$ cat config.mk
export PLATFORM = sky130hd
export DESIGN_NAME = wf3_queue
export DESIGN_NICKNAME = d
export VERILOG_FILES = /design/src/rtl/core/wf3_queue.sv
export SDC_FILE = /design/constraint.sdc
export NUM_CORES = 1
export LEC_CHECK = 0
export ABC_AREA = 1
export BUFFER_PORTS_ARGS = -buffer_cell sky130_fd_sc_hd__buf_2
export CAP_MARGIN = 15
export CORE_ASPECT_RATIO = 1.75
export CORE_MARGIN = 4
export CORE_UTILIZATION = 34
export DETAILED_ROUTE_END_ITERATION = 8
export GPL_ROUTABILITY_DRIVEN = 0
export PLACE_DENSITY = 0.61
export REMOVE_ABC_BUFFERS = 1
export SLEW_MARGIN = 15
export SYNTH_ARGS = -nofsm -noshare
export SYNTH_HDL_FRONTEND = slang
export SYNTH_SLANG_ARGS = --single-unit
$ cat constraint.sdc
create_clock -name clk_i -period 6.8 [get_ports clk_i]
set_input_delay 1.02 -clock clk_i [delete_from_list [all_inputs] [get_ports clk_i]]
set_output_delay 1.02 -clock clk_i [all_outputs]
set_load 0.01 [all_outputs]
$ cat src/rtl/core/wf3_queue.sv
// Short FIFO between the front end and the filter back end.
// Generic payload vector; depends on nothing.
module wf3_queue #(
  parameter int unsigned DATA_BITS = 24,
  parameter int unsigned DEPTH     = 4
) (
  input  logic                 clk_i,
  input  logic                 rst_ni,
  input  logic                 push_i,
  output logic                 ready_o,
  input  logic [DATA_BITS-1:0] data_i,
  output logic                 valid_o,
  input  logic                 pop_i,
  output logic [DATA_BITS-1:0] data_o
);

  localparam int unsigned PTR_BITS = (DEPTH > 1) ? $clog2(DEPTH) : 1;
  localparam int unsigned CNT_BITS = $clog2(DEPTH + 1);

  logic [DATA_BITS-1:0] store_q [DEPTH];
  logic [PTR_BITS-1:0]  wr_ptr_q, rd_ptr_q;
  logic [CNT_BITS-1:0]  count_q;
  logic                 push_ok, pop_ok;

  assign ready_o = count_q != CNT_BITS'(DEPTH);
  assign valid_o = count_q != '0;
  assign push_ok = push_i && ready_o;
  assign pop_ok  = pop_i && valid_o;
  assign data_o  = store_q[rd_ptr_q];

  // Write the entry
  always_ff @(posedge clk_i) begin
    if (push_ok) begin
      store_q[wr_ptr_q] <= data_i;
    end
  end

  // Advance pointers and fill count
  always_ff @(posedge clk_i or negedge rst_ni) begin
    if (!rst_ni) begin
      wr_ptr_q <= '0;
      rd_ptr_q <= '0;
      count_q  <= '0;
    end else begin
      if (push_ok) begin
        wr_ptr_q <= (wr_ptr_q == PTR_BITS'(DEPTH - 1)) ? '0 : wr_ptr_q + PTR_BITS'(1);
      end
      if (pop_ok) begin
        rd_ptr_q <= (rd_ptr_q == PTR_BITS'(DEPTH - 1)) ? '0 : rd_ptr_q + PTR_BITS'(1);
      end
      if (push_ok && !pop_ok) begin
        count_q <= count_q + CNT_BITS'(1);
      end else if (pop_ok && !push_ok) begin
        count_q <= count_q - CNT_BITS'(1);
      end
    end
  end

endmodule

Word level (Yosys, flattened, before mapping) --
Memories as Yosys holds them, arrays and structs flattened. Cells that the tools add are included. Widths: inputs -> output; s select.
Operators by class: $lt $le $gt $ge 0, shift-type cells 0, muxes and demuxes 6, equal/unequal tests 3, $add $sub $neg 4, bitwise logic cells 0, reductions and logical operators 8, multipliers 0, divide/modulo/power cells 0
Operator list (number):
- $mux 3 | 2
- $add 2x1->2 const B | 2
- $eq 2x2->1 const B | 2
- $logic_and 1x1->1 | 4
- $mux 2 | 2
- $add 3x1->3 const B | 1
- $ne 3x3->1 const B | 1
- $reduce_bool 3->1 | 1
- $sub 3x1->3 const B | 1
- $logic_not 1->1 | 2
- $mux 1 | 2
- $reduce_bool 2->1 | 1
Storage, ports and cells: bits of input ports 28, latch bits 0, memory bits (writable) 96, memories 1, register bits 7, bits in read-only memories 0
Memory list:
- store_q | depth 4, bits a word 24, rd ports 1, clocked after memory_dff 0, write ports 1, RTL line 20 | logic [DATA_BITS-1:0] store_q [DEPTH];

Depth between registers and ports, before layout --
Gate-level depths: netlist of the first run.
word-level depth 6, gate-level depth with buffers 12

Worst setup path before layout of the first run --
Ideal clock, no wire load.
path kind input -> register, from input push_i, to memory store_q[0][0], enable pin, stages 2, path buffers 0, arrival time 2.195 ns, setup time 0.405 ns, slack 4.200 ns, required time 6.395 ns, cells stage by stage nand2_1 > nor2_1
Between the ends: cells in the longest elaborated chain, start to end 3
RTL lines:
- start: declaration | RTL line 9 | input logic push_i,
- $logic_and 1x1->1 | RTL line 27 | assign push_ok = push_i && ready_o;
- $mux 1 | RTL line 33 | if (push_ok) begin
- $mux 1 (not written as such) | RTL line 34 | store_q[wr_ptr_q] <= data_i;
- end: declaration | RTL line 20
Every way passes these cells.

Worst setup path in the final report of the first run --
from register rd_ptr_q[1], to output data_o[15]
Between the ends: cells in the longest elaborated chain, start to end 1
RTL lines:
- start: declaration | RTL line 21 | logic [PTR_BITS-1:0] wr_ptr_q, rd_ptr_q;
- start signal: assignment | RTL line 49 | rd_ptr_q <= (rd_ptr_q == PTR_BITS'(DEPTH - 1)) ? '0 : rd_ptr_q + PTR_BITS'(1);
- $mem_v2 4x24
- end: declaration | RTL line 14 | output logic [DATA_BITS-1:0] data_o
Every way passes these cells.

==> reports/results.txt, run 1 <==
DR pass1 iterations = 4
Total Routing Usage GR = 11.8%
Post-CTS Hold Buffers = 0
Root Buffer = clkbuf_16
Kind of critical path = register to output port
Dpl ws = 3730 ps
Required time of the critical path = 5780 ps
Critical path, cell by cell = inv_2, o211ai_1, nand2_1, buf_2
Clk_lat worst skew = 330 ps
Setup WS post-layout = 3430 ps
Critical-path top delay cell = dfrtp_1
Syn avg cell area = 12.9 sq um
Reg power frac = 45.6%
Worst slew margin = 29.6%
CTS clock-pin slew for the worst setup and hold paths = 70 ps
Clk network pwr share = 24.8%
Final Hold Fails = 0
Commonest cells in the synthesized netlist = edfxtp_1, nand2_1, inv_1
DP Wirelength = 5400 microns
Site Rows = 54
Hold Crit Endpoint = count_q[2]$_DFFE_PN0P_
Tot Pwr = 2.17 mW
Starting density of the core = 34.9%
Nets = 425
Peak Freq = 0.297 GHz
Grt ovf = 0
Synth unique cells = 17
Post-DRT Antenna Nets = 0
Max-cap violations = 0
Unrepaired setup endpoints after global routing = no
Gate power share = 29.5%
Met3 Use GR = 1.85%
Setup Total Neg Slack = 0 ps
IO buf count = 53
Top Usage Layer GRT = met2
Die ar. = 14800 sq um
Post-synth ARST share = 6.80%
Initial antenna violation count = 0
CTS buffer count = 9
Status = completed
Die W = 93.6 microns
Final core utilization = 40.7%
Setup violators final = 0
Syn Inst Count = 339
CP endpoint kind = output port
Final period util = 49.5%
Top FF cell, synth = edfxtp_1
CTS tree = built
Met1 usage = 13.1%
FF-to-FF path depth = 9
Post-synthesis sequential area ratio = 70.1%
DRT Wirelength = 8140 microns
Worst Hold Class = register to register
DRT iter0 DRCs = 141
CTS resizes = 0
Reg2reg end = count_q[1]$_DFFE_PN0P_
Largest net degree at the start of global routing = 100
Placed cell count = 547
Flops & latches, synth = 103
Reg2Reg Setup Slack = 4710 ps
Clock sinks = 103
Synth area leader = edfxtp_1
Leakage = 2.07 nW
Vias per cell = 4.49
Worst Path Max Fanout = 27
Worst min-delay path startpoint = count_q[2]$_DFFE_PN0P_
Number of synthesized flops with an enable pin = 96
Min Tclk post-route = 3370 ps
Worst Tran Pin Value = 1060 ps
P&R area growth vs syn = 16.6%
Ranking of synthesized cells by area = edfxtp_1, nand2_1, o211ai_2, inv_1, o211ai_1
Crit path launch type = register
Top-level I/O count = 54
Count leader, synth = edfxtp_1
VDD IR-drop max = 0.224 mV
Met2 GRT Util = 22.0%
Core Region = 12500 sq um
Pwr per Cell Area = 427 nW/um^2
Net Sw Frac = 34.8%
Vias = 2528
Synth Cell Area = 4360 sq um
Internal power = 1.42 mW
Number of setup buffers added after CTS = 0
DR WL/cell = 14.4 microns
Final Skew = 5.20 ps
Final Non-Filler Cells = 563
CTS Buffer Depth = 2
First-pass GRT wire length = 13100 microns
Worst endpoint data arrival time = 2350 ps
CP max stage delay = 990 ps
Worst hold path stage count = 2
Ys Warns = 0
DRC viols = 0
R2R Path Start = count_q[0]$_DFFE_PN0P_
Vias in the first global route = 2572
Pins Over Slew Limit = 0
Switch Pwr = 0.754 mW
Die Ht = 158 microns
Antenna fix cells = 0
Layout cells sized above 1 = 24.3%
CTS H-Tree Depth = 3
Synth top area share = 66.1%
how the worst max path moves through the flow:
stage                       startpoint         end  cells past startpoint
4_1_cts        rd_ptr_q[1]$_DFFE_PN0P_  data_o[14]                      4
3_3_place_gp   rd_ptr_q[1]$_DFFE_PN0P_  data_o[15]                      4
3_5_place_dp   rd_ptr_q[1]$_DFFE_PN0P_  data_o[14]                      4
5_1_grt        rd_ptr_q[1]$_DFFE_PN0P_  data_o[15]                      4
6_report       rd_ptr_q[1]$_DFFE_PN0P_  data_o[15]                      4
2_1_floorplan  rd_ptr_q[0]$_DFFE_PN0P_   data_o[0]                      2
sequential cells by signal, summed over array words and instances (netlist names):
register / flops
rd_ptr_q: 2
wr_ptr_q: 2
count_q: 3
store_q: 96
placed cells by master (no fill, tap or decap), types with 2 or more instances in the layout:
cell	instances
clkbuf_16	9
buf_4	3
nand3_1	7
clkinv_4	3
buf_2	53
nor2_1	2
edfxtp_1	96
o211ai_1	29
nand2_1	87
o211ai_2	19
nor2_2	3
ha_1	6
dfrtp_1	6
bufinv_16	2
inv_1	61
area by class of cell:
class	count	area, sq um
well taps	168	210
inverters	62	233
multi-input cells	158	970
flip-flops and latches	103	3060
clock inverters	7	97.6
fillers	1173	7410
clock buffers	9	225
repair buffers	56	288
per-layer routing:
| layer | part of all wire, % | routed length (microns) |
|---|---|---|
| met5 | 0 | 0 |
| met4 | 1.7 | 142 |
| met3 | 2.6 | 209 |
| met2 | 57 | 4640 |
| met1 | 39 | 3150 |
per-stage QoR:
| stage | hold WS (ps) | instance area (sq um) |
|---|---|---|
| 6_report | 500 | 5080 |
| 5_1_grt | 523 | 5080 |
| 4_1_cts | 501 | 5080 |
| 3_5_place_dp | 486 | 4760 |
| 3_3_place_gp | 476 | 4760 |
| 2_1_floorplan | 463 | 4250 |
kinds of logic after synthesis:
family | Yosys count | synth area share [%]
DFF | 103 | 70.1
buffers and inverters | 78 | 7.95
AOI/OAI and AO/OA | 49 | 10.6
and+or+nand+nor | 101 | 8.96
xor gates and xnor gates | 1 | 0.201
adders and majority gates | 7 | 2.18
worst max-delay path, delay by kind of cell, from the launching register on:
family	cells	cell delay, ps
flops	1	990
buf+inv	2	690
compound gates	1	240
simple gates	1	70
power by group through the flow:
stage | Combinational [mW] | Clock [mW] | Sequential [mW]
after CTS | 0.664 | 0.553 | 0.994
after detailed placement | 0.660 | 0 | 1.01
after global routing | 0.726 | 0.575 | 1.02
after global placement | 0.644 | 0 | 0.999
final | 0.641 | 0.539 | 0.991
after floorplan | 0.421 | 0 | 0.963
Power figures use the tool's default switching activity.
==> run 2: changes to the inputs <==
--- a/config.mk
+++ b/config.mk
@@ -5,7 +5,7 @@
 export SDC_FILE = /design/constraint.sdc
 export NUM_CORES = 1
 export LEC_CHECK = 0
-export ABC_AREA = 1
+export ABC_AREA = 0
 export BUFFER_PORTS_ARGS = -buffer_cell sky130_fd_sc_hd__buf_2
 export CAP_MARGIN = 15
 export CORE_ASPECT_RATIO = 1.75
@@ -13,7 +13,7 @@
 export CORE_UTILIZATION = 34
 export DETAILED_ROUTE_END_ITERATION = 8
 export GPL_ROUTABILITY_DRIVEN = 0
-export PLACE_DENSITY = 0.61
+export PLACE_DENSITY = 0.62
 export REMOVE_ABC_BUFFERS = 1
 export SLEW_MARGIN = 15
 export SYNTH_ARGS = -nofsm -noshare
==> constraint.sdc (replaced) <==
create_clock -name clk_i -period 3.1 [get_ports clk_i]
set_input_delay 0.465 -clock clk_i [delete_from_list [all_inputs] [get_ports clk_i]]
set_output_delay 0.465 -clock clk_i [all_outputs]
set_load 0.01 [all_outputs]
==> reports/results.txt, run 2 <==
Status = completed (unchanged)
Kind of critical path = register to output port (unchanged)
Top Metal Used = met4 (unchanged)
Post-synth ARST share = 6.80% (unchanged)
Worst endpoint data arrival time = 2100 ps (was 2350 ps)
Commonest non-fill, non-tap cell in the layout = edfxtp_1 (unchanged)
Largest register FFs = 96 (unchanged)
Final period util = 82.7%
Ranking of synthesized cells by area = edfxtp_1, mux4_2, dfrtp_1, mux4_1, ha_1 (was edfxtp_1, nand2_1, o211ai_2, inv_1, o211ai_1)
DRC viols = 0 (unchanged)
Grt ovf = 0 (unchanged)
Dpl ws = 820 ps (was 3730 ps)
Metal-1 WL = 2470 microns (was 3150 microns)
Crit path launch type = register (unchanged)
Biggest register = store_q (unchanged)
Final Hold Fails = 0 (unchanged)
Die Ht = 151 microns (was 158 microns)
Setup violators final = 0 (unchanged)
CP max stage delay = 720 ps (was 990 ps)
Initial antenna violation count = 0 (unchanged)
Critical path, cell by cell = buf_4, mux4_1, buf_2 (was inv_2, o211ai_1, nand2_1, buf_2)
Gate power share = 28.6% (was 29.5%)
CTS H-Tree Depth = 3 (unchanged)
VDD IR-drop max = 0.449 mV (was 0.224 mV)
Switch Pwr = 1.22 mW (was 0.754 mW)
Site Rows = 51 (was 54)
Vias in the first global route = 1913 (was 2572)
Syn avg cell area = 24.2 sq um (was 12.9 sq um)
Setup Total Neg Slack = 0 ps (unchanged)
Internal power = 3.12 mW (was 1.42 mW)
Commonest cells in the synthesized netlist = edfxtp_1, mux4_2, dfrtp_1 (was edfxtp_1, nand2_1, inv_1)
CTS clock-pin slew for the worst setup and hold paths = 70 ps (about the same)
Reg2Reg Setup Slack = 1030 ps (was 4710 ps)
Worst slew margin = 59.2% (was 29.6%)
CTS resizes = 0 (unchanged)
Total Routing Usage GR = 10.7% (was 11.8%)
Min Tclk post-route = 2560 ps
Die ar. = 13500 sq um (was 14800 sq um)
Placed cell area = 4390 sq um (was 4760 sq um)
Die W = 89.5 microns (was 93.6 microns)
Top FF cell, synth = edfxtp_1 (unchanged)
Top Family by Delay on Critical Path = flip-flops (unchanged)
Setup WS post-layout = 535 ps (was 3430 ps)
Flops & latches, synth = 103 (unchanged)
Synth area leader = edfxtp_1 (unchanged)
Final hold slack = 341 ps (was 500 ps)
Met2 WL = 3540 microns (was 4640 microns)
Reg power frac = 46.8% (was 45.6%)
DRT iter0 DRCs = 83 (was 141)
DRT Wirelength = 6480 microns (was 8140 microns)
CP endpoint kind = output port (unchanged)
Core Region = 11200 sq um (was 12500 sq um)
Leakage = 1.66 nW (was 2.07 nW)
WP buf/inv = 2 (unchanged)
Final Non-Filler Cells = 366 (was 563)
P&R area growth vs syn = 18.9% (was 16.6%)
DR WL/cell = 17.7 microns (was 14.4 microns)
Pins Over Slew Limit = 0 (unchanged)
Peak Freq = 0.390 GHz
Synth unique cells = 19 (was 17)
Count leader, synth = edfxtp_1 (unchanged)
Placed cell count = 349 (was 547)
Root Buffer = clkbuf_16 (unchanged)
Syn Inst Count = 163 (was 339)
Number of synthesized flops with an enable pin = 96 (unchanged)
Clock sinks = 103 (unchanged)
Vias = 1761 (was 2528)
Pwr per Cell Area = 925 nW/um^2 (was 427 nW/um^2)
Critical-path top delay cell = dfrtp_2 (was dfrtp_1)
Vias per cell = 4.81 (was 4.49)
Post-synthesis sequential area ratio = 77.4% (was 70.1%)
Clk network pwr share = 24.6% (was 24.8%)
Worst Hold Class = input pin to register (was register to register)
Wire length on met3 = 309 microns (was 209 microns)
Layout cells sized above 1 = 43.3% (was 24.3%)
Net Sw Frac = 28.2% (was 34.8%)
Synth top area share = 73.0% (was 66.1%)
Commonest non-fill, non-tap cells in the layout = edfxtp_1, buf_2, mux4_2 (was edfxtp_1, nand2_1, inv_1)
Final Skew = 4.55 ps (was 5.20 ps)
Required time of the critical path = 2630 ps (was 5780 ps)
Worst Path Max Fanout = 18 (was 27)
Unrepaired setup endpoints after global routing = no (unchanged)
DR pass1 iterations = 5 (was 4)
CTS buffer count = 9 (unchanged)
Starting density of the core = 35.2% (was 34.9%)
DP Wirelength = 4460 microns (was 5400 microns)
CTS tree = built (unchanged)
CTS Buffer Depth = 2 (unchanged)
Max-cap violations = 0 (unchanged)
Post-DRT Antenna Nets = 0 (unchanged)
Synth Cell Area = 3950 sq um (was 4360 sq um)
Top-level I/O count = 54 (unchanged)
Final core utilization = 41.8% (was 40.7%)
Clk_lat worst skew = 330 ps (about the same)
Tot Pwr = 4.34 mW (was 2.17 mW)
Worst Tran Pin Value = 612 ps (was 1060 ps)
Regs by FF count = store_q: 96 flops, count_q: 3 flops (unchanged)
Nets = 264 (was 425)
IO buf count = 53 (unchanged)
Ys Warns = 0 (unchanged)
First-pass GRT wire length = 10300 microns (was 13100 microns)
Largest net degree at the start of global routing = 19 (was 100)
Post-route cell area = 4690 sq um (was 5080 sq um)
[run 2: cell count changes in the layout (fill, tap and decap cells not counted), moves of 3 or more]
cell      previous run  this run
nand3_1              7         0
and2_1               0         4
nand2_1             87         1
o211ai_1            29         0
mux2_2               0         5
mux4_1               0         6
o211ai_2            19         0
inv_1               61         3
nor2_2               3         0
mux4_2               0        18
[run 2: what timing repair did]
action                    CTS  global route
hold buffers                1             0
hold endpoints to repair    7             0
setup buffers               0             0
[run 2: cells by family (layout without fill, tap and decap cells)]
logic type,after synthesis,in the layout,synth area share [%]
AOI/OAI and AO/OA,1,1,0.285
other,0,1,0
muxes,29,29,15.7
DFF,103,103,77.4
and+or+nand+nor,11,11,1.55
buffers and inverters,9,79,1.96
adders and majority gates,7,7,2.41
xor gates and xnor gates,3,3,0.666
[run 2: worst paths after layout]
kind                                          from                 endpoint  depth (start not counted)
setup / recovery           rd_ptr_q[0]$_DFFE_PN0P_                data_o[6]                          3
hold / removal                           data_i[9]  store_q[2][9]$_DFFE_PP_                          1
setup reg to reg            count_q[0]$_DFFE_PN0P_   count_q[2]$_DFFE_PN0P_                          8
hold reg to reg             count_q[2]$_DFFE_PN0P_   count_q[2]$_DFFE_PN0P_                          1
max in group asynchronous                   rst_ni  rd_ptr_q[0]$_DFFE_PN0P_                          2
min in group asynchronous                   rst_ni   count_q[2]$_DFFE_PN0P_                          2
[run 2: power by group through the flow]
stage | logic [mW] | registers, mW | clock network, mW
floorplan | 0.759 | 2.05 | 0
global placement | 1.27 | 2.06 | 0
detailed placement | 1.28 | 2.08 | 0
CTS | 1.29 | 2.04 | 1.10
global route | 1.37 | 2.08 | 1.15
finish | 1.24 | 2.03 | 1.07
[run 2: routing by layer]
metal | track usage (%) | vias up
met3 | 2.74 | 9
li1 | - | 809
met4 | 6.48 | 0
met2 | 17.9 | 32
met5 | 0 | -
met1 | 12.0 | 911
[run 2: worst reg2reg max path, delay by kind of cell, from the launching register on]
family,cells,cell delay (ps)
AND/OR/NAND/NOR,3,630
adder cells (fa/ha/maj),2,560
flip-flops,1,440
XOR/XNOR,2,310
buffers and inverters,1,60
[run 2: layout make-up]
class | count | area (sq um)
Clock buffer | 10 | 229
Fill cell | 1006 | 6540
Tap cell | 132 | 165
Multi-Input combinational cell | 51 | 813
Clock inverter | 5 | 60.1
Inverter | 3 | 11.3
Antenna cell | 1 | 2.50
Timing Repair Buffer | 61 | 353
Sequential cell | 103 | 3060
