## src/rtl/core/wf3_pkg.sv

```systemverilog
// Shared types and constants of the 3x3 window filter stream.
// Payload structs, register indexes, mode codes and divide-by-nine constants.
// No dependencies.
package wf3_pkg;

  // Pixel and configuration field widths
  localparam int unsigned PIXEL_BITS     = 8;
  localparam int unsigned WIDTH_BITS     = 12;
  localparam int unsigned HEIGHT_BITS    = 13;
  localparam int unsigned MODE_BITS      = 2;
  localparam int unsigned CFG_INDEX_BITS = 2;
  localparam int unsigned CFG_DATA_BITS  = 13;
  localparam int unsigned ROW_BITS       = HEIGHT_BITS + 1;
  localparam int unsigned MIN_DIM        = 3;
  localparam int unsigned QUEUE_DEPTH    = 4;

  // Register indexes
  localparam logic [CFG_INDEX_BITS-1:0] REG_FRAME_WIDTH  = 2'd0;
  localparam logic [CFG_INDEX_BITS-1:0] REG_FRAME_HEIGHT = 2'd1;
  localparam logic [CFG_INDEX_BITS-1:0] REG_FILTER_MODE  = 2'd2;

  // Register reset values
  localparam logic [WIDTH_BITS-1:0]  WIDTH_RESET  = 12'd640;
  localparam logic [HEIGHT_BITS-1:0] HEIGHT_RESET = 13'd480;

  // Filter modes; the unused code behaves as box blur
  localparam logic [MODE_BITS-1:0] MODE_BLUR     = 2'd0;
  localparam logic [MODE_BITS-1:0] MODE_HIGHPASS = 2'd1;
  localparam logic [MODE_BITS-1:0] MODE_SHARPEN  = 2'd2;

  // Item kinds
  localparam logic FUNC_FLUSH = 1'b1;

  // Window sum and divide by nine through a reciprocal multiply
  localparam int unsigned SUM_BITS       = PIXEL_BITS + 4;
  localparam int unsigned DIV9_SHIFT     = SUM_BITS + 7;
  localparam int unsigned DIV9_MUL_BITS  = DIV9_SHIFT - 2;
  localparam int unsigned DIV9_PROD_BITS = SUM_BITS + 1 + DIV9_MUL_BITS;
  localparam logic [DIV9_MUL_BITS-1:0] DIV9_MUL =
    DIV9_MUL_BITS'(((64'd1 << DIV9_SHIFT) + 64'd8) / 64'd9);

  localparam logic [PIXEL_BITS-1:0] PIX_MAX = {PIXEL_BITS{1'b1}};

  typedef struct packed {
    logic                  func;
    logic [PIXEL_BITS-1:0] pixel;
  } wf3_in_t;

  typedef struct packed {
    logic [PIXEL_BITS-1:0] out_pixel;
    logic                  frame_end;
  } wf3_out_t;

  // Per-advance control carried from front to back
  typedef struct packed {
    logic emit;       // this advance produces a result
    logic border;     // result position lies on the frame border
    logic frame_end;  // result is the last of the frame
    logic bank;       // line-store bank that takes the new pixel
  } wf3_ctl_t;

endpackage

```

## src/rtl/core/wf3_front.sv

```systemverilog
// Front end of the window filter: configuration registers, raster counters
// and item classification. Depends on wf3_pkg.
module wf3_front #(
  parameter int unsigned MAX_WIDTH = 2048,
  localparam int unsigned COL_BITS = $clog2(MAX_WIDTH)
) (
  input  logic                                clk_i,
  input  logic                                rst_ni,
  input  logic                                cfg_we_i,
  input  logic [wf3_pkg::CFG_INDEX_BITS-1:0]  cfg_index_i,
  input  logic [wf3_pkg::CFG_DATA_BITS-1:0]   cfg_data_i,
  input  logic                                in_valid_i,
  output logic                                in_ready_o,
  input  wf3_pkg::wf3_in_t                    in_data_i,
  output logic                                push_o,
  input  logic                                push_ready_i,
  output wf3_pkg::wf3_ctl_t                   push_ctl_o,
  output logic [wf3_pkg::PIXEL_BITS-1:0]      push_pixel_o,
  output logic [COL_BITS-1:0]                 push_col_o,
  output logic [wf3_pkg::MODE_BITS-1:0]       mode_o
);
  import wf3_pkg::*;

  localparam int unsigned WW        = $clog2(MAX_WIDTH + 1);
  localparam int unsigned LEAD_BITS = $clog2(MAX_WIDTH + 2);
  localparam int unsigned CMP_BITS  = (WW > WIDTH_BITS) ? WW : WIDTH_BITS;

  logic [WIDTH_BITS-1:0]  width_q, width_d;
  logic [HEIGHT_BITS-1:0] height_q, height_d;
  logic [MODE_BITS-1:0]   mode_q, mode_d;
  logic [COL_BITS-1:0]    in_col_q, in_col_d;
  logic [ROW_BITS-1:0]    in_row_q, in_row_d;
  logic [COL_BITS-1:0]    out_col_q, out_col_d;
  logic [HEIGHT_BITS-1:0] out_row_q, out_row_d;
  logic [LEAD_BITS-1:0]   lead_q, lead_d;

  logic [CMP_BITS-1:0]    fw_ext;
  logic [WW-1:0]          w_eff;
  logic [HEIGHT_BITS-1:0] h_eff;
  logic                   accept, frame_in, adv, emit;
  logic                   col_last, ocol_last, orow_last, border, fend;
  logic                   restart;

  // Clamp the geometry registers
  always_comb begin
    fw_ext = CMP_BITS'(width_q);
    if (fw_ext < CMP_BITS'(MIN_DIM)) begin
      w_eff = WW'(MIN_DIM);
    end else if (fw_ext > CMP_BITS'(MAX_WIDTH)) begin
      w_eff = WW'(MAX_WIDTH);
    end else begin
      w_eff = WW'(fw_ext);
    end
    h_eff = (height_q < HEIGHT_BITS'(MIN_DIM)) ? HEIGHT_BITS'(MIN_DIM) : height_q;
  end

  // Classify the item: once all pixels are in, every item drains one position
  assign in_ready_o = push_ready_i;
  assign accept     = in_valid_i && push_ready_i;
  assign frame_in   = in_row_q >= ROW_BITS'(h_eff);
  assign adv        = accept && (frame_in || (in_data_i.func != FUNC_FLUSH));
  assign emit       = lead_q == (LEAD_BITS'(w_eff) + LEAD_BITS'(1));

  // Output position flags
  assign col_last  = WW'(in_col_q) == (w_eff - WW'(1));
  assign ocol_last = WW'(out_col_q) == (w_eff - WW'(1));
  assign orow_last = out_row_q == (h_eff - HEIGHT_BITS'(1));
  assign border    = (out_row_q == '0) || orow_last || (out_col_q == '0) || ocol_last;
  assign fend      = orow_last && ocol_last;

  // Advance counters and take configuration writes
  always_comb begin
    width_d   = width_q;
    height_d  = height_q;
    mode_d    = mode_q;
    in_col_d  = in_col_q;
    in_row_d  = in_row_q;
    out_col_d = out_col_q;
    out_row_d = out_row_q;
    lead_d    = lead_q;
    restart   = 1'b0;

    if (adv) begin
      if (col_last) begin
        in_col_d = '0;
        in_row_d = in_row_q + ROW_BITS'(1);
      end else begin
        in_col_d = in_col_q + COL_BITS'(1);
      end
      if (!emit) begin
        lead_d = lead_q + LEAD_BITS'(1);
      end else if (fend) begin
        restart = 1'b1;
      end else if (ocol_last) begin
        out_col_d = '0;
        out_row_d = out_row_q + HEIGHT_BITS'(1);
      end else begin
        out_col_d = out_col_q + COL_BITS'(1);
      end
    end

    if (cfg_we_i) begin
      case (cfg_index_i)
        REG_FRAME_WIDTH: begin
          width_d = cfg_data_i[WIDTH_BITS-1:0];
          restart = 1'b1;
        end
        REG_FRAME_HEIGHT: begin
          height_d = cfg_data_i[HEIGHT_BITS-1:0];
          restart  = 1'b1;
        end
        REG_FILTER_MODE: begin
          mode_d = cfg_data_i[MODE_BITS-1:0];
        end
        default: begin
        end
      endcase
    end

    if (restart) begin
      in_col_d  = '0;
      in_row_d  = '0;
      out_col_d = '0;
      out_row_d = '0;
      lead_d    = '0;
    end
  end

  always_ff @(posedge clk_i or negedge rst_ni) begin
    if (!rst_ni) begin
      width_q   <= WIDTH_RESET;
      height_q  <= HEIGHT_RESET;
      mode_q    <= MODE_BLUR;
      in_col_q  <= '0;
      in_row_q  <= '0;
      out_col_q <= '0;
      out_row_q <= '0;
      lead_q    <= '0;
    end else begin
      width_q   <= width_d;
      height_q  <= height_d;
      mode_q    <= mode_d;
      in_col_q  <= in_col_d;
      in_row_q  <= in_row_d;
      out_col_q <= out_col_d;
      out_row_q <= out_row_d;
      lead_q    <= lead_d;
    end
  end

  // Hand the advance to the queue
  always_comb begin
    push_o               = adv;
    push_ctl_o.emit      = emit;
    push_ctl_o.border    = border;
    push_ctl_o.frame_end = fend;
    push_ctl_o.bank      = in_row_q[0];
    push_pixel_o         = frame_in ? '0 : in_data_i.pixel;
    push_col_o           = in_col_q;
    mode_o               = mode_q;
  end

`ifndef SYNTHESIS
  assert property (@(posedge clk_i) disable iff (!rst_ni)
    push_o && push_ctl_o.frame_end |-> push_ctl_o.emit && push_ctl_o.border)
    else $error("frame end flagged on a non-border or non-emitting advance");

  assert property (@(posedge clk_i) disable iff (!rst_ni)
    push_o && push_ctl_o.emit && push_ctl_o.frame_end
      |=> in_row_q == '0 && lead_q == '0 && out_row_q == '0 && in_col_q == '0)
    else $error("counters not restarted after the last result of a frame");
`endif

endmodule

```

## config.mk

```make
export PLATFORM = sky130hd
export DESIGN_NAME = wf3_front
export DESIGN_NICKNAME = d
export VERILOG_FILES = /design/src/rtl/core/wf3_pkg.sv /design/src/rtl/core/wf3_front.sv
export SDC_FILE = /design/constraint.sdc
export NUM_CORES = 1
export LEC_CHECK = 0
export ABC_AREA = 0
export BUFFER_PORTS_ARGS = -buffer_cell sky130_fd_sc_hd__clkbuf_2
export CELL_PAD_IN_SITES_DETAIL_PLACEMENT = 1
export CELL_PAD_IN_SITES_GLOBAL_PLACEMENT = 1
export CORE_MARGIN = 4
export CORE_UTILIZATION = 42
export DETAILED_ROUTE_END_ITERATION = 16
export PLACE_DENSITY = 0.84
export SYNTH_ARGS = -nofsm -noshare
export SYNTH_HDL_FRONTEND = slang
export SYNTH_SLANG_ARGS = --single-unit
```

## constraint.sdc

```tcl
create_clock -name clk_i -period 4.4 [get_ports clk_i]
set_input_delay 0.44 -clock clk_i [delete_from_list [all_inputs] [get_ports clk_i]]
set_output_delay 0.44 -clock clk_i [all_outputs]
set_load 0.02 [all_outputs]
```

# ---- Word-level counts from Yosys, hierarchy flattened
# Index checks and enable logic that the tools add are counted.
# W data, S select, Z words.
dict set report classes {
  n_mux 28
  magnitude_cmp 4
  bitwise 1
  n_eq_ne 8
  addsub 8
  n_reduce_logical 22
}
# cell n
set ops {}
lappend ops {{$mux W11} 8}
lappend ops {{$mux W13} 6}
lappend ops {{$mux W12} 5}
lappend ops {{$mux W14} 3}
lappend ops {{$add A12 B1 Y12 const B} 2}
lappend ops {{$eq A11 B12 Y1} 2}
lappend ops {{$add A11 B1 Y11 const B} 2}
lappend ops {{$add A14 B1 Y14 const B} 1}
lappend ops {{$ge A14 B13 Y1} 1}
lappend ops {{$add A13 B1 Y13 const B} 1}
lappend ops {{$eq A13 B13 Y1} 1}
lappend ops {{$logic_not A13 Y1} 1}
lappend ops {{$lt A13 B2 Y1 const B} 1}
lappend ops {{$sub A13 B1 Y13 const B} 1}
lappend ops {{$eq A12 B12 Y1} 1}
lappend ops {{$gt A12 B12 Y1 const B} 1}
lappend ops {{$lt A12 B2 Y1 const B} 1}
lappend ops {{$sub A12 B1 Y12 const B} 1}
lappend ops {{$logic_not A11 Y1} 1}
lappend ops {{$reduce_and A2 Y1} 5}
lappend ops {{$mux W8} 1}
lappend ops {{$reduce_bool A2 Y1} 4}
lappend ops {{$mux W1} 5}
lappend ops {{$logic_or A1 B1 Y1} 4}
lappend ops {{other kinds (9)} 12}
dict set report word_totals {
  reg_bits 88
  out_inout_bits 27
  inputBits 29
  elab_cells 79
}

# ---- Longest topological paths before layout
# Gate-level depths: netlist (run 1).
dict set report depth {
  depth_word 13
  depth_mapped 20
  depth_no_buf 15
}

# ---- Worst setup path before layout (run 1)
# No wires, ideal clock.
dict set report synth_path {
  kind {reg-to-reg}
  startpoint {register width_q[5] (netlist: fw_ext[5])}
  endpoint {register lead_q[2]}
  synth_period_minus_slack_ns 4.671
  setup_time_ns 0.121
  stages_incl_launch_ff 20
  setup_slack_ns -0.271
  path_buffers 5
  t_arrival_ns 4.550
  required_time_ns 4.279
  path_cell_list {dfrtp_1 -> buf_6 -> or4_4 -> buf_6 -> nor3_1 -> nor2_1 -> nor2_1 -> inv_1 -> ha_1 -> inv_1 -> xnor3_1 -> a2111oi_2 -> o211ai_1 -> or4_4 -> buf_6 -> nor4b_4 -> a21o_1 -> buf_2 -> buf_2 -> nor2_1}
}
dict set report synth_between {
  elab_chain_len 13
  elab_cells_between_ends 18
  cone_classes {2 x add/sub; 2 x order compare; 3 x eq/ne; 8 x mux; 3 x reduce/logical}
}
# element line_no
set synth_rtl {}
lappend synth_rtl {{start, declared} wf3_front.sv:28} ;# logic [WIDTH_BITS-1:0] width_q, width_d;
lappend synth_rtl {{start signal, assigned} wf3_front.sv:140} ;# width_q <= width_d;
lappend synth_rtl {{$gt A12 B12 Y1} wf3_front.sv:49} ;# end else if (fw_ext > CMP_BITS'(MAX_WIDTH)) begin
lappend synth_rtl {{$mux W12} wf3_front.sv:49}
lappend synth_rtl {{$mux W12 (*)} wf3_front.sv:47} ;# if (fw_ext < CMP_BITS'(MIN_DIM)) begin
lappend synth_rtl {{$sub A12 B1 Y12 (*)} wf3_front.sv:66} ;# assign ocol_last = WW'(out_col_q) == (w_eff - WW'(1));
lappend synth_rtl {{$eq A11 B12 Y1 (*)} wf3_front.sv:66}
lappend synth_rtl {{$logic_and A1 B1 Y1 (*)} wf3_front.sv:69} ;# assign fend = orow_last && ocol_last;
lappend synth_rtl {{named net fend} wf3_front.sv:41} ;# logic col_last, ocol_last, orow_last, border, fend;
lappend synth_rtl {{$mux W1 (*)} wf3_front.sv:92} ;# end else if (fend) begin
lappend synth_rtl {{$mux W1 (*)} wf3_front.sv:90} ;# if (!emit) begin
lappend synth_rtl {{$mux W1 (*)} wf3_front.sv:83} ;# if (adv) begin
lappend synth_rtl {{$mux W1} wf3_front.sv:103} ;# case (cfg_index_i)
lappend synth_rtl {{$mux W1 (*)} wf3_front.sv:102} ;# if (cfg_we_i) begin
lappend synth_rtl {{$ne A2 B1 Y1 (no source line) or $reduce_bool A2 Y1 (tied branches)} --}
lappend synth_rtl {{$reduce_and A2 Y1 (no source line)} --}
lappend synth_rtl {{end signal, assigned} wf3_front.sv:147} ;# lead_q <= lead_d;
lappend synth_rtl {{end, declared} wf3_front.sv:35} ;# logic [LEAD_BITS-1:0] lead_q, lead_d;
# Mark *: on every way through the listed nets, which the timed path passes. The rest lies on a longest branch.
# A chain may end at the register's enable or synchronous reset.

==> results.md, run 1 <==
- Syn Inst Count: 813
- Reg2reg end: lead_q[8]$_DFFE_PN0P_
- Max FO, Critical Path: 9
- Setup Crit Path Kind: reg -> out
- Clk buf depth: 2
- # diodes: 0
- PwrDens: 377 nW/um2
- Share of cells above drive strength 1: 26.3%
- Final Hold Fails: 0
- Global Route Usage Sum: 28.2%
- Worst vdd ir: 243 uV
- Die height: 137 um
- RSZ-0062 raised after global routing: yes
- Hold_buf cts: 0
- Synth unique cells: 81
- Maximum clock rate: 214 MHz
- Fin crit share: 106%
- Clock skew: 0.0107 ns
- Routed wire length per instance: 24.0 um
- Initial Utilization: 43.4%
- Max-slew violation count: 0
- Tot Pwr: 3170 uW
- First-pass GRT wire length: 41.0 mm
- Clock-pin transition on the worst setup and hold timing paths: 0.08 ns
- Yosys warnings: 0
- Sw Ratio: 40.2%
- CTS tree: done
- Tightest Hold Check Type: in -> async
- Total Nets Final: 945
- Post-synth top area share: 29.5%
- Clk Latency, worst-skew pair: 0.37 ns
- Fin cells: 1114
- Die area: 18700 um2
- Clk root buf: clkbuf_16
- Row count: 46
- H-tree levels: 3
- Largest cells by area after synthesis: dfrtp_1 (29%), xnor2_1 (4.8%), ha_1 (4.1%)
- Synth Cell Area: 6960 um2
- Core ar.: 16100 um2
- Final setup viols: 17
- GPL Wtd Cong: 0.976
- Pint: 1890 uW
- Failing checks: setup timing
- Final HPWL DP: 18.1 mm
- Gr ovfl total: 0
- Min Tclk post-route: 4.67 ns
- Antenna violations before repair: 0
- Worst setup margin: -0.270 ns
- Commonest non-fill, non-tap cells in the layout: dfrtp_1 (81), buf_4 (62), nor2_1 (55), clkbuf_2 (52), nand2_1 (49)
- Post-synth ARST share: 100%
- Initial DRC Count: 622
- Critical path data required time: 3.96 ns
- FF-to-FF path depth: 17
- RR Startpoint: fw_ext[5]$_DFFE_PN0P_
- Vias: 7245
- Final core utilization: 52.4%
- Synthesized Nets: 865
- Die X: 137 um
- Seq pwr share: 33.6%
- Ys flop type: dfrtp_1
- Yosys top cell by area: dfrtp_1
- Reg2reg setup slack: -0.18 ns
- Crit path arrival time: 4.23 ns
- Residual DRC: 0
- Comb pwr share: 40.4%
- Area Overhead vs Synth: 20.8%
- Outcome: finished with violations
- Avg Synthesized Cell Area: 8.56 um2
- DP Cell Count: 1079
- Vias/cell: 6.50
- Startpoint types: flip-flop
- Seq/Total Area, Yosys: 31.7%
- Most common cell after layout, fill and taps aside: dfrtp_1
- DRT Pass-1 Iters: 5
- Routed Antenna Nets: 0
- Worst-Margin Slew: 1.13 ns
- P_leak: 0.00355 uW
- EDFF count, synth: 0
- Clk pwr share: 25.9%
- Top-Level Pins: 56
- Sw Pwr: 1270 uW
- Setup crit end kind: output pin
- IO buf count: 55
- Post-synthesis register bit count: 88
- CTS sink count: 88
- Largest net degree at the start of global routing: 45
- Number of global-route vias before repair: 7529
- # Max-Cap Violations: 0
- Post-Route WL: 26.7 mm
- Number of buffers created by CTS: 9
- Slew margin rel.: 24.5%
worst max-delay path, stage by stage, from the launching register on:
cell and delay, ns:
dfrtp_1 0.37, buf_4 0.12, buf_4 0.18, nor4_4 0.08, a32oi_2 0.32, ha_4 0.22, or4b_4 0.49, or4b_4 0.57
a21oi_4 0.20, o211ai_1 0.13, or4_4 0.58, nor4b_4 0.29, buf_4 0.20, buf_8 0.11
Yosys cell counts (12+ instances only):
cell type / number
dfrtp_1: 82
nor2_1: 59
nand2_1: 51
o21ai_0: 43
nand3_1: 40
inv_1: 39
xnor2_1: 38
a21oi_1: 37
clkbuf_1: 35
and3_1: 25
ha_1: 23
mux2_2: 23
nor3_1: 20
xor2_1: 18
and2_1: 17
nor4_1: 17
nand4_1: 15
or3_1: 15
nor2b_1: 13
or4_1: 13
o211ai_1: 12
routing by layer:
layer	GRT usage, %	share of wire, %	vias up
li1	-	-	3156
met1	34.9	40	3661
met2	47.5	50	335
met3	4.38	5.8	93
met4	14.7	4.1	0
met5	0	0	-
sequential cells by signal (all words and copies together), names as in the netlist:
name and count:
out_row_q 13, push_col_o 11, in_row_q 14, lead_q 12
out_col_q 11, mode_o 2, fw_ext 12, height_q 13
power groups by stage:
stage          sequential [uW]  combinational (uW)  clock, uW
2_1_floorplan             1020                 754          0
3_3_place_gp              1050                1070          0
3_5_place_dp              1060                1110          0
4_1_cts                   1050                1180        823
5_1_grt                   1080                1370        857
6_report                  1060                1280        820
per-stage QoR:
stage / cell area, um2 / hold WS, ns / TNS, ns / setup slack (ns)
floorplan: 6980 / 0.144 / 0 / 0.00206
global placement: 7640 / 0.491 / 0 / 0.181
detailed placement: 7640 / 0.499 / 0 / 0.0696
CTS: 8130 / 0.118 / -0.0182 / -0.0182
global route: 8410 / 0.155 / -2.48 / -0.289
finish: 8410 / 0.0750 / -1.66 / -0.270
cell families (layout without fill, tap and decap cells):
| logic type | count (synthesis) | after routing | share of synthesized area [%] |
|---|---|---|---|
| AO/OA/AOI/OAI | 183 | 183 | 18.2 |
| XOR/XNOR | 59 | 59 | 8.03 |
| adder cells (fa/ha/maj) | 23 | 23 | 4.13 |
| buffers and inverters | 94 | 179 | 6.00 |
| flip-flops | 88 | 88 | 31.7 |
| multiplexers | 28 | 28 | 4.44 |
| AND/OR/NAND/NOR | 338 | 338 | 27.4 |
worst max-delay path by stage:
stage,from,end,slack (ns),cells past startpoint
after floorplan,fw_ext[5]$_DFFE_PN0P_,lead_q[8]$_DFFE_PN0P_,0.002,18
after global placement,fw_ext[5]$_DFFE_PN0P_,out_row_q[5]$_DFFE_PN0P_,0.18,15
after detailed placement,fw_ext[4]$_DFFE_PN0P_,lead_q[8]$_DFFE_PN0P_,0.07,16
after global routing,fw_ext[4]$_DFFE_PN0P_,push_ctl_o[1],-0.29,15
final,fw_ext[5]$_DFFE_PN0P_,push_ctl_o[1],-0.27,13
after CTS,fw_ext[8]$_DFFE_PN0P_,push_ctl_o[1],-0.02,15
timing repair:
action,CTS,global route
gates resized for setup,19,52
setup buffers,10,9
endpoints found under the hold margin,0,0
endpoints found under the setup margin,3,55
pin swaps,12,23
cell type report:
class | instances | area, um2
Sequential cell | 88 | 2210
Fill cell | 1887 | 7650
Clock buffer | 10 | 229
Tap cell | 216 | 270
Inverter | 39 | 146
Multi-Input combinational cell | 631 | 4630
Timing Repair Buffer | 124 | 851
Clock inverter | 6 | 68.8
No activity file was read; power rests on OpenSTA's default activity.
==> inputs of run 2 (changes only) <==
--- a/config.mk
+++ b/config.mk
@@ -9,6 +9,7 @@
 export BUFFER_PORTS_ARGS = -buffer_cell sky130_fd_sc_hd__clkbuf_2
 export CELL_PAD_IN_SITES_DETAIL_PLACEMENT = 1
 export CELL_PAD_IN_SITES_GLOBAL_PLACEMENT = 1
+export CORE_ASPECT_RATIO = 1.4
 export CORE_MARGIN = 4
 export CORE_UTILIZATION = 42
 export DETAILED_ROUTE_END_ITERATION = 16
==> run 2 against run 1 <==
- the flow still finishes with violations (setup timing)
- combinational power is 5% lower
- global-route usage is 0.73 points lower
- die area is 0.16% higher
- design area is 3.1% lower
- register-to-register slack better by 0.31 ns
- maximum frequency is 6.0% higher
- largest cell class unchanged
==> results.md, run 2 (synthesis gave the netlist of run 1 again) <==
- Most common cell after layout, fill and taps aside: dfrtp_1 (unchanged)
- Post-Route WL: 25.1 mm (was 26.7 mm)
- RSZ-0062 raised after global routing: yes (unchanged)
- Number of global-route vias before repair: 7547 (was 7529)
- Commonest non-fill, non-tap cells in the layout: dfrtp_1 (82), buf_4 (58), nor2_1 (57), clkbuf_2 (52), nand2_1 (50) (was dfrtp_1 (81), buf_4 (62), nor2_1 (55), clkbuf_2 (52), nand2_1 (49))
- Leading registers by flop count: in_row_q (14), height_q (13), out_row_q (13) (unchanged)
- Outcome: finished with violations (unchanged)
- Place WS: 0.0176 ns (was 0.0696 ns)
- Crit path arrival time: 3.96 ns (was 4.23 ns)
- CTS tree: done (unchanged)
- DP Cell Count: 1060 (was 1079)
- Comb pwr share: 39.0% (was 40.4%)
- Die area: 18700 um2 (about the same)
- Clk Latency, worst-skew pair: 0.36 ns (was 0.37 ns)
- Number of flip-flops in the largest register: 14 (unchanged)
- CTS sink count: 88 (unchanged)
- Final setup viols: 1 (was 17)
- Reg2reg setup slack: 0.13 ns (was -0.18 ns)
- GPL Wtd Cong: 0.970 (was 0.976)
- Tightest Hold Check Type: in -> async (unchanged)
- Cell family with the largest share of critical-path delay: simple AND/OR/NAND/NOR gates (unchanged)
- Global Route Usage Sum: 27.5% (was 28.2%)
- Crit-path slowest cell: or4_4 (unchanged)
- Clk pwr share: 27.3% (was 25.9%)
- Routed Antenna Nets: 0 (unchanged)
- P_leak: 0.00346 uW (was 0.00355 uW)
- Row count: 55 (was 46)
- Top-Level Pins: 56 (unchanged)
- Critical Path, Cell by Cell: or4_4, nor3_4, nor2_1, nor2_2, inv_1, ha_4, buf_6, nand2_4, or4b_4, a21oi_4, o211ai_1, or4_4, nor4b_4, buf_4, clkbuf_8 (was buf_4, buf_4, nor4_4, a32oi_2, ha_4, or4b_4, or4b_4, a21oi_4, o211ai_1, or4_4, nor4b_4, buf_4, buf_8)
- Failing checks: setup timing (unchanged)
- Gr ovfl total: 0 (unchanged)
- Area Overhead vs Synth: 17.0% (was 20.8%)
- Die height: 160 um (was 137 um)
- # diodes: 0 (unchanged)
- Clk buf depth: 2 (unchanged)
- IO buf count: 55 (unchanged)
- Largest net degree at the start of global routing: 47 (was 45)
- Seq pwr share: 33.7% (was 33.6%)
- Max FO, Critical Path: 10 (was 9)
- Fin cells: 1087 (was 1114)
- Residual DRC: 0 (unchanged)
- Initial DRC Count: 410 (was 622)
- Clock-pin transition on the worst setup and hold timing paths: 0.07 ns (was 0.08 ns)
- Hold_buf cts: 0 (unchanged)
- Top reg by flops: in_row_q (unchanged)
- Total Nets Final: 935 (was 945)
- Setup crit end kind: output pin (unchanged)
- Routed wire length per instance: 23.1 um (was 24.0 um)
- Worst-Margin Slew: 1.02 ns (was 1.13 ns)
- Number of buffers created by CTS: 9 (unchanged)
- Min Tclk post-route: 4.40 ns (was 4.67 ns)
- # Max-Cap Violations: 0 (unchanged)
- Vias: 7073 (was 7245)
- Initial Utilization: 42.9% (was 43.4%)
- Sw Ratio: 38.5% (was 40.2%)
- Fin crit share: 100% (was 106%)
- Core ar.: 16200 um2 (was 16100 um2)
- Antenna violations before repair: 0 (unchanged)
- Clk root buf: clkbuf_16 (unchanged)
- Maximum clock rate: 227 MHz (was 214 MHz)
- H-tree levels: 3 (unchanged)
- Critical path data required time: 3.96 ns (about the same)
- Pint: 1930 uW (was 1890 uW)
- Setup Crit Path Kind: reg -> out (unchanged)
- Slew margin rel.: 31.5% (was 24.5%)
- Clock skew: 0.00987 ns (was 0.0107 ns)
- Startpoint types: flip-flop (unchanged)
- Worst vdd ir: 155 uV (was 243 uV)
- First-pass GRT wire length: 40.4 mm (was 41.0 mm)
- Final Hold Fails: 0 (unchanged)
- Final HPWL DP: 18.4 mm (was 18.1 mm)
- Share of cells above drive strength 1: 22.7% (was 26.3%)
- Worst setup margin: -0.00396 ns (was -0.270 ns)
- Die X: 117 um (was 137 um)
- Sw Pwr: 1200 uW (was 1270 uW)
- Max-slew violation count: 0 (unchanged)
- Buffer and inverter count on the worst path: 4 (unchanged)
- PwrDens: 384 nW/um2 (was 377 nW/um2)
- DRT Pass-1 Iters: 4 (was 5)
- Crit path top cell by count: or4_4 (was buf_4)
- Vias/cell: 6.51 (was 6.50)
- Largest stage delay on the critical path: 0.53 ns (was 0.58 ns)
run 2: cell types whose count changed in the layout (fill, tap and decap cells not counted), moves of 3 or more:
cell     delta
a22oi_1     +3
buf_6       -6
a22oi_2     -3
nor4_4      -4
buf_4       -4
run 2: area by class of cell:
type / instances / area (um2)
Sequential cell: 88 / 2210
Inverter: 39 / 146
Multi-Input combinational cell: 631 / 4470
Timing Repair Buffer: 114 / 752
Fill cell: 1980 / 8100
Tap cell: 199 / 249
Clock inverter: 6 / 93.8
Clock buffer: 10 / 229
run 2: power groups by stage:
stage | clock network [uW] | logic (uW) | registers [uW]
2_1_floorplan | 0 | 754 | 1020
3_3_place_gp | 0 | 1070 | 1050
3_5_place_dp | 0 | 1100 | 1060
4_1_cts | 875 | 1160 | 1050
5_1_grt | 912 | 1310 | 1070
6_report | 855 | 1220 | 1050
run 2: path summary, 6_finish.rpt:
check	startpoint	cells past startpoint	end
worst max-delay path	fw_ext[8]$_DFFE_PN0P_	15	push_ctl_o[1]
min in group clk_i	cfg_data_i[5]	3	fw_ext[5]$_DFFE_PN0P_
worst min register to register	mode_o[1]$_DFFE_PN0P_	1	mode_o[1]$_DFFE_PN0P_
worst max register to register	fw_ext[8]$_DFFE_PN0P_	18	in_row_q[6]$_DFFE_PN0P_
max in group asynchronous	rst_ni	2	push_col_o[5]$_DFFE_PN0P_
worst min-delay path	rst_ni	1	mode_o[1]$_DFFE_PN0P_
run 2: per-layer routing:
| metal | wire length [um] | track usage [%] | share of wire (%) | up-vias |
|---|---|---|---|---|
| met3 | 1270 | 4.71 | 5.1 | 115 |
| met2 | 13200 | 49.1 | 52 | 272 |
| met1 | 9120 | 30.2 | 36 | 3552 |
| li1 | - | - | - | 3134 |
| met5 | 0 | 0 | 0 | - |
| met4 | 1570 | 14.8 | 6.3 | 0 |
run 2: through the flow:
stage               hold WS, ns  utilization [%]  cell area (um2)  setup TNS (ns)  power (uW)
global placement          0.488             46.8             7610               0        2130
global route              0.132             50.2             8150          -0.184        3290
detailed placement        0.495             46.8             7610               0        2160
floorplan                 0.144                -             6980               0        1780
CTS                       0.112             49.7             8070         -0.0363        3080
finish                   0.0898             50.2             8150        -0.00396        3130
run 2: worst reg2reg max path, cell delays in order, from the launching register on:
cell and delay [ns]:
dfrtp_1 0.41, or4_4 0.53, nor3_4 0.19, nor2_1 0.07, nor2_2 0.13, inv_1 0.09
ha_4 0.18, buf_6 0.14, nand2_4 0.07, or4b_4 0.49, a21oi_4 0.16, buf_4 0.13
o211ai_1 0.08, nor3b_1 0.29, and4b_1 0.30, a21oi_2 0.09, buf_12 0.17, or4_1 0.53
a21oi_1 0.16
run 2: what timing repair did:
item                                    CTS  global route
endpoints found under the setup margin   14            36
cloned                                    0             0
buffers inserted                          6             5
hold endpoints to repair                  0             0
pin swaps                                 9             3
gates resized for setup                  17            12
